## src/hw/rtl/u8dec_pkg.sv

```systemverilog
// Package of the UTF-8 stream decoder: byte classes, the command passed from
// the front to the back and the result layout. No dependencies.
`timescale 1ns / 1ps
`default_nettype none

package u8dec_pkg;

  localparam int unsigned CpWidth  = 21;
  localparam int unsigned LenWidth = 3;

  typedef enum logic [2:0] {
    KIND_TERM,
    KIND_ASCII,
    KIND_LEAD2,
    KIND_LEAD3,
    KIND_LEAD4,
    KIND_INVALID
  } kind_e;

  typedef struct packed {
    kind_e       kind;
    logic        cont_ok;
    logic [7:0]  data;
  } cmd_t;

  typedef struct packed {
    logic [CpWidth-1:0]  codepoint;
    logic                has_codepoint;
    logic                malformed;
    logic                end_of_string;
    logic [LenWidth-1:0] seq_length;
  } res_t;

endpackage

`default_nettype wire

```

## src/hw/rtl/u8dec_fifo.sv

```systemverilog
// Small register queue used between the decoder stages and at the output.
// Depends on nothing; the entry width is a parameter.
`timescale 1ns / 1ps
`default_nettype none

module u8dec_fifo #(
  parameter int unsigned Depth = 2,
  parameter int unsigned Width = 8
) (
  input  wire logic             clk_i,
  input  wire logic             rst_ni,
  input  wire logic             push_i,
  input  wire logic [Width-1:0] wdata_i,
  output logic                  full_o,
  input  wire logic             pop_i,
  output logic [Width-1:0]      rdata_o,
  output logic                  empty_o
);

  localparam int unsigned AW = (Depth > 1) ? $clog2(Depth) : 1;
  localparam int unsigned CW = $clog2(Depth + 1);

  logic [Width-1:0] mem_q [Depth];
  logic [AW-1:0]    wptr_q, wptr_d, rptr_q, rptr_d;
  logic [CW-1:0]    count_q, count_d;
  logic             do_push, do_pop;

  assign full_o  = (count_q == CW'(Depth));
  assign empty_o = (count_q == '0);
  assign do_push = push_i && !full_o;
  assign do_pop  = pop_i && !empty_o;
  assign rdata_o = mem_q[rptr_q];

  always_comb begin
    wptr_d  = wptr_q;
    rptr_d  = rptr_q;
    count_d = count_q;
    if (do_push) begin
      wptr_d = (wptr_q == AW'(Depth - 1)) ? '0 : wptr_q + 1'b1;
    end
    if (do_pop) begin
      rptr_d = (rptr_q == AW'(Depth - 1)) ? '0 : rptr_q + 1'b1;
    end
    unique case ({do_push, do_pop})
      2'b10:   count_d = count_q + 1'b1;
      2'b01:   count_d = count_q - 1'b1;
      default: count_d = count_q;
    endcase
  end

  always_ff @(posedge clk_i or negedge rst_ni) begin
    if (!rst_ni) begin
      wptr_q  <= '0;
      rptr_q  <= '0;
      count_q <= '0;
    end else begin
      wptr_q  <= wptr_d;
      rptr_q  <= rptr_d;
      count_q <= count_d;
    end
  end

  always_ff @(posedge clk_i) begin
    if (do_push) begin
      mem_q[wptr_q] <= wdata_i;
    end
  end

endmodule

`default_nettype wire

```

## src/hw/rtl/u8dec_front.sv

```systemverilog
// Front stage of the UTF-8 decoder: classifies each incoming byte into a
// command for the back stage. Depends on u8dec_pkg.
`timescale 1ns / 1ps
`default_nettype none

module u8dec_front (
  input  wire logic [7:0]  data_byte_i,
  output u8dec_pkg::cmd_t  cmd_o
);

  import u8dec_pkg::*;

  always_comb begin
    cmd_o.data    = data_byte_i;
    cmd_o.cont_ok = (data_byte_i[7:6] == 2'b10);
    priority if (data_byte_i == 8'h00) begin
      cmd_o.kind = KIND_TERM;
    end else if (data_byte_i[7] == 1'b0) begin
      cmd_o.kind = KIND_ASCII;
    end else if (data_byte_i[7:5] == 3'b110) begin
      cmd_o.kind = KIND_LEAD2;
    end else if (data_byte_i[7:4] == 4'b1110) begin
      cmd_o.kind = KIND_LEAD3;
    end else if (data_byte_i[7:3] == 5'b11110) begin
      cmd_o.kind = KIND_LEAD4;
    end else begin
      cmd_o.kind = KIND_INVALID;
    end
  end

endmodule

`default_nettype wire

```

## src/hw/rtl/u8dec_back.sv

```systemverilog
// Back stage of the UTF-8 decoder: holds the sequence state, gathers payload
// bits and forms one result per finished sequence or zero byte. Depends on u8dec_pkg.
`timescale 1ns / 1ps
`default_nettype none

module u8dec_back (
  input  wire logic             clk_i,
  input  wire logic             rst_ni,
  input  wire logic             cmd_valid_i,
  input  wire u8dec_pkg::cmd_t  cmd_i,
  output logic                  cmd_take_o,
  input  wire logic             res_full_i,
  output logic                  res_push_o,
  output u8dec_pkg::res_t       res_o
);

  import u8dec_pkg::*;

  logic [CpWidth-1:0]  acc_q, acc_d;
  logic [1:0]          rem_q, rem_d;
  logic [LenWidth-1:0] total_q, total_d;
  logic                bad_q, bad_d;
  logic                emit;
  logic [CpWidth-1:0]  cont_acc;
  logic [CpWidth-1:0]  trunc_cp;

  assign cmd_take_o = cmd_valid_i && !res_full_i;
  assign res_push_o = cmd_take_o && emit;
  assign cont_acc   = {acc_q[CpWidth-7:0], cmd_i.data[5:0]};

  always_comb begin
    unique case (rem_q)
      2'd1:    trunc_cp = {acc_q[CpWidth-7:0], 6'd0};
      2'd2:    trunc_cp = {acc_q[CpWidth-13:0], 12'd0};
      2'd3:    trunc_cp = {acc_q[CpWidth-19:0], 18'd0};
      default: trunc_cp = acc_q;
    endcase
  end

  always_comb begin
    acc_d   = acc_q;
    rem_d   = rem_q;
    total_d = total_q;
    bad_d   = bad_q;
    emit    = 1'b0;
    res_o   = '0;
    priority if (cmd_i.kind == KIND_TERM) begin
      emit                = 1'b1;
      res_o.end_of_string = 1'b1;
      if (rem_q != 2'd0) begin
        res_o.codepoint     = trunc_cp;
        res_o.has_codepoint = 1'b1;
        res_o.malformed     = 1'b1;
        res_o.seq_length    = total_q - LenWidth'(rem_q);
      end
      acc_d   = '0;
      rem_d   = '0;
      total_d = '0;
      bad_d   = 1'b0;
    end else if (rem_q != 2'd0) begin
      acc_d = cont_acc;
      rem_d = rem_q - 2'd1;
      bad_d = bad_q | !cmd_i.cont_ok;
      if (rem_q == 2'd1) begin
        emit                = 1'b1;
        res_o.codepoint     = cont_acc;
        res_o.has_codepoint = 1'b1;
        res_o.malformed     = bad_q | !cmd_i.cont_ok;
        res_o.seq_length    = total_q;
        acc_d   = '0;
        total_d = '0;
        bad_d   = 1'b0;
      end
    end else begin
      unique case (cmd_i.kind)
        KIND_ASCII: begin
          emit                = 1'b1;
          res_o.codepoint     = CpWidth'(cmd_i.data[6:0]);
          res_o.has_codepoint = 1'b1;
          res_o.seq_length    = LenWidth'(1);
        end
        KIND_LEAD2: begin
          acc_d   = CpWidth'(cmd_i.data[4:0]);
          rem_d   = 2'd1;
          total_d = LenWidth'(2);
          bad_d   = 1'b0;
        end
        KIND_LEAD3: begin
          acc_d   = CpWidth'(cmd_i.data[3:0]);
          rem_d   = 2'd2;
          total_d = LenWidth'(3);
          bad_d   = 1'b0;
        end
        KIND_LEAD4: begin
          acc_d   = CpWidth'(cmd_i.data[2:0]);
          rem_d   = 2'd3;
          total_d = LenWidth'(4);
          bad_d   = 1'b0;
        end
        default: begin
          emit                = 1'b1;
          res_o.has_codepoint = 1'b1;
          res_o.malformed     = 1'b1;
          res_o.seq_length    = LenWidth'(1);
          acc_d   = '0;
          total_d = '0;
          bad_d   = 1'b0;
        end
      endcase
    end
  end

  always_ff @(posedge clk_i or negedge rst_ni) begin
    if (!rst_ni) begin
      acc_q   <= '0;
      rem_q   <= '0;
      total_q <= '0;
      bad_q   <= 1'b0;
    end else if (cmd_take_o) begin
      acc_q   <= acc_d;
      rem_q   <= rem_d;
      total_q <= total_d;
      bad_q   <= bad_d;
    end
  end

endmodule

`default_nettype wire

```

## src/hw/rtl/utf8_stream_decoder_core.sv

```systemverilog
// Top level of the UTF-8 stream decoder: front classifier, command queue,
// back decoder and result queue. Depends on u8dec_pkg and all u8dec modules.
//
// Usage: bytes of a NUL-terminated UTF-8 string enter through push/full; a
// transaction takes place at a rising edge with push high and full low.
// Results leave through empty/pop: the oldest result sits on the result ports
// while empty is low and is taken at an edge with pop high and empty low.
// A byte gives zero or one result; a zero byte always gives one, flagged
// end_of_string, and clears any pending sequence.
// A taken byte is registered in the command queue; its result, if any, is
// registered in the result queue. Throughput: one byte per cycle while the
// result queue has room; the back stage updates the state for each command.
// When the receiver stalls, results collect in the result queue (ResDepth
// entries); once it is full the back stage holds, the command queue
// (CmdDepth entries) fills and full rises. Reset empties both queues and
// clears the sequence state.
`timescale 1ns / 1ps
`default_nettype none

module utf8_stream_decoder_core #(
  parameter int unsigned CmdDepth = 2,
  parameter int unsigned ResDepth = 2
) (
  input  wire logic                          clk_i,
  input  wire logic                          rst_ni,
  input  wire logic                          push,
  output logic                               full,
  input  wire logic [7:0]                    data_byte_i,
  output logic                               empty,
  input  wire logic                          pop,
  output logic [u8dec_pkg::CpWidth-1:0]      codepoint_o,
  output logic                               has_codepoint_o,
  output logic                               malformed_o,
  output logic                               end_of_string_o,
  output logic [u8dec_pkg::LenWidth-1:0]     seq_length_o
);

  import u8dec_pkg::*;

  cmd_t cmd_in, cmd_out;
  res_t res_in, res_out;
  logic cmd_empty, cmd_take;
  logic res_full, res_push;

  u8dec_front u_front (
    .data_byte_i (data_byte_i),
    .cmd_o       (cmd_in)
  );

  u8dec_fifo #(
    .Depth (CmdDepth),
    .Width ($bits(cmd_t))
  ) u_cmd_fifo (
    .clk_i   (clk_i),
    .rst_ni  (rst_ni),
    .push_i  (push),
    .wdata_i (cmd_in),
    .full_o  (full),
    .pop_i   (cmd_take),
    .rdata_o (cmd_out),
    .empty_o (cmd_empty)
  );

  u8dec_back u_back (
    .clk_i       (clk_i),
    .rst_ni      (rst_ni),
    .cmd_valid_i (!cmd_empty),
    .cmd_i       (cmd_out),
    .cmd_take_o  (cmd_take),
    .res_full_i  (res_full),
    .res_push_o  (res_push),
    .res_o       (res_in)
  );

  u8dec_fifo #(
    .Depth (ResDepth),
    .Width ($bits(res_t))
  ) u_res_fifo (
    .clk_i   (clk_i),
    .rst_ni  (rst_ni),
    .push_i  (res_push),
    .wdata_i (res_in),
    .full_o  (res_full),
    .pop_i   (pop),
    .rdata_o (res_out),
    .empty_o (empty)
  );

  assign codepoint_o     = res_out.codepoint;
  assign has_codepoint_o = res_out.has_codepoint;
  assign malformed_o     = res_out.malformed;
  assign end_of_string_o = res_out.end_of_string;
  assign seq_length_o    = res_out.seq_length;

endmodule

`default_nettype wire
```

## config.mk

```make
export PLATFORM = sky130hd
export DESIGN_NAME = utf8_stream_decoder_core
export DESIGN_NICKNAME = d
export VERILOG_FILES = /design/src/hw/rtl/u8dec_pkg.sv /design/src/hw/rtl/u8dec_fifo.sv /design/src/hw/rtl/u8dec_front.sv /design/src/hw/rtl/u8dec_back.sv /design/src/hw/rtl/utf8_stream_decoder_core.sv
export SDC_FILE = /design/constraint.sdc
export NUM_CORES = 1
export LEC_CHECK = 0
export ABC_AREA = 1
export ABC_CLOCK_PERIOD_IN_PS = 3700
export BUFFER_PORTS_ARGS = -buffer_cell sky130_fd_sc_hd__buf_2
export CAP_MARGIN = 10
export CELL_PAD_IN_SITES_DETAIL_PLACEMENT = 1
export CELL_PAD_IN_SITES_GLOBAL_PLACEMENT = 2
export CORE_ASPECT_RATIO = 1.75
export CORE_UTILIZATION = 40
export CTS_BUF_LIST = sky130_fd_sc_hd__clkbuf_4 sky130_fd_sc_hd__clkbuf_8
export DETAILED_ROUTE_END_ITERATION = 12
export GPL_ROUTABILITY_DRIVEN = 1
export PLACE_DENSITY_LB_ADDON = 0.1
export SYNTH_ARGS = -nofsm -noshare
export SYNTH_HDL_FRONTEND = slang
export SYNTH_SLANG_ARGS = --single-unit
```

## constraint.sdc

```tcl
create_clock -name clk_i -period 3.7 [get_ports clk_i]
set_input_delay 0.74 -clock clk_i [delete_from_list [all_inputs] [get_ports clk_i]]
set_output_delay 0.74 -clock clk_i [all_outputs]
set_load 0.005 [all_outputs]
```

==> results.txt, run 1 <==
Status: complete, no violations
Post-synthesis adder-cell area fraction: 1.24%
Leak: 2.20 nW
Wirelength per Cell: 15.7 µm
Syn nets: 459
Synth-to-Final Area Change: 10.2%
Worst setup slack after layout: 1.07 ns
Most frequent cells in the layout: nand2_1, edfxtp_1, buf_2
Critical Path RT: 3.95 ns
Clk buf depth: 2
Routed Antenna Nets: 0
Critical path's slowest cell: dfrtp_1
Layout Skew: 0.0103 ns
Die area: 12100 µm²
Final Max Tran Viols: 0
Critical Path Fanout Max: 19
Vias per Instance: 5.00
Switching Fraction: 41.1%
DP Cell Count: 601
Post-layout min period: 2.63 ns
CP top delay family: simple AND/OR/NAND/NOR gates
Critical Path AT: 2.88 ns
Crit share post-route: 71.1%
WHS: 0.411 ns
Die H: 145 µm
Placer congestion estimate: 0.775
Place WS: 1.03 ns
RSZ-0062 raised after global routing: no
Achievable Freq: 380 MHz
First-pass GRT wire length: 16300 µm
Max cap viols: 0
DRC violations left: 0
IO Port Bufs: 40
DPL Wire Length: 7220 µm
Peak VDD IR: 0.564 mV
Post-Route Setup TNS: 0 ns
Worst slew pin tran: 0.930 ns
Num CTS Buffers: 9
Worst Reg2Reg Path Length in Cells: 11
Synth Warn #: 0
Final cell count without fillers: 617
Row count: 51
Power Total: 4.68 mW
Post-CTS Hold Fix Bufs: 0
Core area: 11200 µm²
Total GRT Usage: 17.9%
Initial Util: 41.3%
Grt ovf: 0
Final WL: 9700 µm
Num ports: 41
Sequential area share after synthesis: 64.8%
Complex-gate fraction of the synthesized area: 6.12%
Ratio of cells with drive above 1 in the final layout: 16.1%
CTS tree: yes
Netlist area before placement: 4640 µm²
Clock Latency Late Sink: 0.37 ns
Clock share of power: 14.1%
Critical-path cell list: nand2_1, nand2_2, nand3_4, nand2_1, inv_1, nand2_1, nand2_1, ha_1, a21oi_1, o21ai_0, xor2_1
Int Pwr: 2.75 mW
Crit path launch type: flip-flop
Power Density: 914 nW/µm²
Fin nets: 496
Mapped Cells: 443
Hold crit path type: input pin to async pin
Fin. Hold Viols: 0
Post-synthesis register bit count: 105
Initial antenna violation count: 0
Switching power of the nets: 1.92 mW
Die extent in x: 83.4 µm
Setup bufs post-CTS: 0
DR pass1 iterations: 4
Flop pwr share: 44.4%
Antenna cells: 0
1st-iter DRT viols: 100
Max incr delay on CP: 0.84 ns
Pin count of the biggest net entering global routing: 31
Setup crit end kind: flip-flop
Vias in the first global route: 3334
Worst-path clk slew: 0.10 ns
Synth Area in Simple Gates: 19.4%
Root Driver: clkbuf_8
Most common cell after layout, fill and taps aside: nand2_1
Mux cell area share after synthesis: 1.08%
Post_cts resized: 0
Via count: 3084
CTS sink cnt: 105
H-Tree Depth: 3
Netlist cell types: 35
Worst Setup Path Type: flip-flop to flip-flop
Comb power frac: 41.5%
Setup violators final: 0
Xor-xnor portion of the synthesized cell area: 1.51%
Most frequent CP cell: nand2_1
Rel. slew slack: 37.8%
Buf/Inv on CP: 1
Syn avg cell area: 10.5 µm²
Critical Path Stages: 11
Main combinational cell family by area after synthesis: simple AND/OR/NAND/NOR gates
==> metal layers <==
layer / vias up / track usage (%) / part of all wire, %
li1: 1538 / - / -
met1: 1500 / 18.2 / 37
met2: 37 / 35.8 / 60
met3: 9 / 3.48 / 2.0
met4: 0 / 6.60 / 1.5
met5: - / 0 / 0
==> flip-flops by register name, summed over array words and instances, names as in the netlist <==
signal              count
u_res_fifo.wptr_q       1
u_cmd_fifo.count_q      2
u_cmd_fifo.mem_q       22
u_back.total_q          3
u_res_fifo.count_q      2
u_cmd_fifo.wptr_q       1
u_back.rem_q            2
u_cmd_fifo.rptr_q       1
u_res_fifo.rptr_q       1
u_back.acc_q           15
u_res_fifo.mem_q       54
u_back.bad_q            1
==> kinds of logic after synthesis <==
kind of cell	after synthesis
xor+xnor	8
simple gates	213
flops	105
fa+ha+maj	4
compound gates	49
buf+inv	59
mux	5
==> power by group through the flow <==
| stage | Combinational (mW) | Sequential (mW) | Clock, mW |
|---|---|---|---|
| after global routing | 2.22 | 2.13 | 0.729 |
| after CTS | 1.99 | 2.08 | 0.691 |
| final | 1.94 | 2.07 | 0.659 |
| after detailed placement | 1.99 | 2.11 | 0 |
| after floorplan | 1.47 | 2.00 | 0 |
| after global placement | 1.91 | 2.08 | 0 |
==> cell usage after synthesis <==
cell	number	area [µm²]
nand2_1	145	544
edfxtp_1	76	2280
inv_1	37	139
dfrtp_1	29	726
nor2_1	28	105
nand3_1	23	115
o21ai_1	17	85.1
o21ai_0	11	55.1
buf_2	6	30.0
clkbuf_1	6	22.5
nand2_2	6	37.5
o22ai_1	6	37.5
a21oi_1	5	25.0
buf_6	5	56.3
mux2i_1	5	50.1
xor2_1	5	43.8
a22o_1	3	26.3
ha_1	3	37.5
nand2_4	3	33.8
nand4_1	3	18.8
xnor2_1	3	26.3
a211oi_1	2	15.0
buf_1	2	7.51
inv_2	2	7.51
nor4_1	2	12.5
a21o_1	1	7.51
fa_1	1	20.0
inv_6	1	8.76
nand3_4	1	17.5
nor2_4	1	11.3
o211ai_1	1	7.51
o21a_1	1	7.51
o21ai_2	1	8.76
o22a_1	1	8.76
or2_2	1	6.26
==> final cells by class <==
type,count,area [µm²]
Fill cell,1270,6110
Clock buffer,11,145
Timing Repair Buffer,45,238
Inverter,40,155
Multi-Input combinational cell,279,1370
Clock inverter,5,38.8
Tap cell,132,165
Sequential cell,105,3010
==> final timing paths <==
path | startpoint | to | slack, ns
worst max-delay path | u_cmd_fifo.rptr_q | u_res_fifo.count_q[1] | 1.07
worst min-delay path | rst_ni | u_res_fifo.wptr_q | 0.41
worst max register to register | u_cmd_fifo.rptr_q | u_res_fifo.count_q[1] | 1.07
worst min register to register | u_back.acc_q[11] | u_back.acc_q[11] | 0.50
max in group asynchronous | rst_ni | u_back.acc_q[0] | 2.84
min in group clk_i | u_back.acc_q[11] | u_back.acc_q[11] | 0.50
==> stage by stage <==
stage	utilization, %	instance area (µm²)
floorplan	-	4640
global placement	43.9	4930
detailed placement	43.9	4930
CTS	45.6	5120
global route	45.6	5120
finish	45.6	5120
Note: power is estimated with default switching activity, not from simulation.
==> run 2, diff against run 1 <==
--- a/config.mk
+++ b/config.mk
@@ -6,13 +6,13 @@
 export NUM_CORES = 1
 export LEC_CHECK = 0
 export ABC_AREA = 1
-export ABC_CLOCK_PERIOD_IN_PS = 3700
+export ABC_CLOCK_PERIOD_IN_PS = 2400
 export BUFFER_PORTS_ARGS = -buffer_cell sky130_fd_sc_hd__buf_2
 export CAP_MARGIN = 10
 export CELL_PAD_IN_SITES_DETAIL_PLACEMENT = 1
 export CELL_PAD_IN_SITES_GLOBAL_PLACEMENT = 2
 export CORE_ASPECT_RATIO = 1.75
-export CORE_UTILIZATION = 40
+export CORE_UTILIZATION = 36
 export CTS_BUF_LIST = sky130_fd_sc_hd__clkbuf_4 sky130_fd_sc_hd__clkbuf_8
 export DETAILED_ROUTE_END_ITERATION = 12
 export GPL_ROUTABILITY_DRIVEN = 1
==> constraint.sdc (replaced) <==
create_clock -name clk_i -period 2.4 [get_ports clk_i]
set_input_delay 0.48 -clock clk_i [delete_from_list [all_inputs] [get_ports clk_i]]
set_output_delay 0.48 -clock clk_i [all_outputs]
set_load 0.005 [all_outputs]
==> run 2 against run 1 <==
Maximum frequency grew 24%; count of clock-buffer cells in the layout fell by 1; non-clock buffer count is 5 higher.
==> results.txt, run 2 (synthesis results as in run 1) <==
Status: complete, no violations (unchanged)
Worst-path clk slew: 0.09 ns (was 0.10 ns)
Critical Path AT: 2.36 ns (was 2.88 ns)
DRC violations left: 0 (unchanged)
DR pass1 iterations: 4 (unchanged)
Max reg flops: 54 (unchanged)
Worst setup slack after layout: 0.285 ns (was 1.07 ns)
Final Max Tran Viols: 0 (unchanged)
Post-layout min period: 2.11 ns (was 2.63 ns)
Clk buf depth: 2 (unchanged)
Crit share post-route: 88.1% (was 71.1%)
Post-CTS Hold Fix Bufs: 0 (unchanged)
Most frequent CP cell: nand2_1 (unchanged)
Row count: 54 (was 51)
IO Port Bufs: 40 (unchanged)
Vias per Instance: 4.74 (was 5.00)
Placer congestion estimate: 0.777 (was 0.775)
Setup crit end kind: flip-flop (unchanged)
Setup bufs post-CTS: 0 (unchanged)
Setup violators final: 0 (unchanged)
RSZ-0062 raised after global routing: no (unchanged)
Critical Path Fanout Max: 9 (was 19)
Fin. Hold Viols: 0 (unchanged)
Critical-path cell list: nand2_1, nand2_2, nand3_4, nand2_1, inv_1, nand2_1, nand2_1, ha_1, a21oi_1, o21ai_0, xor2_1 (unchanged)
Leak: 2.25 nW (was 2.20 nW)
Top Registers: u_res_fifo.mem_q (54), u_cmd_fifo.mem_q (22), u_back.acc_q (15) (unchanged)
Crit path launch type: flip-flop (unchanged)
Core area: 12500 µm² (was 11200 µm²)
Post-Route Setup TNS: 0 ns (unchanged)
Total GRT Usage: 16.6% (was 17.9%)
Rel. slew slack: 37.3% (was 37.8%)
Max cap viols: 0 (unchanged)
Buf/Inv on CP: 1 (unchanged)
Peak VDD IR: 0.566 mV (was 0.564 mV)
H-Tree Depth: 3 (unchanged)
Hold crit path type: input pin to async pin (unchanged)
Wirelength per Cell: 15.2 µm (was 15.7 µm)
Routed Antenna Nets: 0 (unchanged)
Placed Instance Area: 5040 µm² (was 4930 µm²)
Fin nets: 501 (was 496)
Most common cell after layout, fill and taps aside: nand2_1 (unchanged)
Synth-to-Final Area Change: 12.9% (was 10.2%)
Biggest register: u_res_fifo.mem_q (unchanged)
Die extent in x: 87.9 µm (was 83.4 µm)
Power Density: 1420 nW/µm² (was 914 nW/µm²)
Clock Latency Late Sink: 0.37 ns (about the same)
DPL Wire Length: 7470 µm (was 7220 µm)
Place WS: 0.254 ns (was 1.03 ns)
Num ports: 41 (unchanged)
Grt ovf: 0 (unchanged)
Initial antenna violation count: 0 (unchanged)
CTS sink cnt: 105 (unchanged)
Ratio of cells with drive above 1 in the final layout: 16.9% (was 16.1%)
Layout Skew: 0.0154 ns (was 0.0103 ns)
Die H: 152 µm (was 145 µm)
CTS tree: yes (unchanged)
Initial Util: 37.1% (was 41.3%)
Post_cts resized: 0 (unchanged)
Achievable Freq: 473 MHz (was 380 MHz)
Vias in the first global route: 3349 (was 3334)
Max incr delay on CP: 0.60 ns (was 0.84 ns)
Antenna cells: 0 (unchanged)
Worst Setup Path Type: flip-flop to flip-flop (unchanged)
Root Driver: clkbuf_8 (unchanged)
Die area: 13400 µm² (was 12100 µm²)
Via count: 3118 (was 3084)
Fill count: 1434 (was 1270)
Final WL: 10000 µm (was 9700 µm)
Critical Path RT: 2.64 ns (was 3.95 ns)
Pin count of the biggest net entering global routing: 31 (unchanged)
1st-iter DRT viols: 158 (was 100)
Num CTS Buffers: 9 (unchanged)
Most frequent cells in the layout: nand2_1, edfxtp_1, buf_2 (unchanged)
Final instance area: 5240 µm² (was 5120 µm²)
CP top delay family: simple AND/OR/NAND/NOR gates (unchanged)
First-pass GRT wire length: 16600 µm (was 16300 µm)
Critical path's slowest cell: dfrtp_1 (unchanged)
Worst slew pin tran: 0.937 ns (was 0.930 ns)
[run 2: path summary, 6_finish.rpt]
kind / start / endpoint / slack (ns) / depth (start not counted)
setup / recovery: u_cmd_fifo.rptr_q / u_res_fifo.count_q[1] / 0.29 / 11
min in group clk_i: data_byte_i[2] / u_cmd_fifo.mem_q[0][2] / 0.31 / 1
setup reg to reg: u_cmd_fifo.rptr_q / u_res_fifo.count_q[1] / 0.29 / 11
hold reg to reg: u_res_fifo.wptr_q / u_res_fifo.wptr_q / 0.49 / 2
max in group asynchronous: rst_ni / u_back.bad_q / 1.79 / 1
hold / removal: rst_ni / u_res_fifo.count_q[0] / 0.15 / 1
[run 2: where the power goes]
group	leakage, nW	switching [mW]	total, mW	internal, mW
registers	1.10	0.276	3.12	2.85
clock network	0.107	0.624	1.13	0.510
logic	1.04	2.12	3.20	1.08
[run 2: per-stage QoR]
step	utilization, %	hold slack (ns)	power (mW)	instances
6_report	42.0	0.151	7.45	658
5_1_grt	42.0	0.188	8.12	658
4_1_cts	42.0	0.165	7.63	658
3_5_place_dp	40.3	0.476	6.48	642
3_3_place_gp	40.3	0.461	6.36	642
2_1_floorplan	-	0.184	5.35	443
[run 2: cell type report]
cell class	instances	area, µm²	share of cell area, %
Sequential cell	105	3010	57.4
Multi-Input combinational cell	279	1370	26.1
Clock inverter	6	72.6	1.38
Tap cell	168	210	4.01
Inverter	40	155	2.96
Timing Repair Buffer	50	300	5.73
Clock buffer	10	131	2.51
[run 2: metal layers]
layer | share of wire [%] | track usage (%) | up-vias
met5 | 0 | 0 | -
met4 | 0.91 | 5.78 | 0
met3 | 1.7 | 2.60 | 4
met2 | 60 | 32.5 | 39
met1 | 37 | 16.8 | 1527
li1 | - | - | 1548
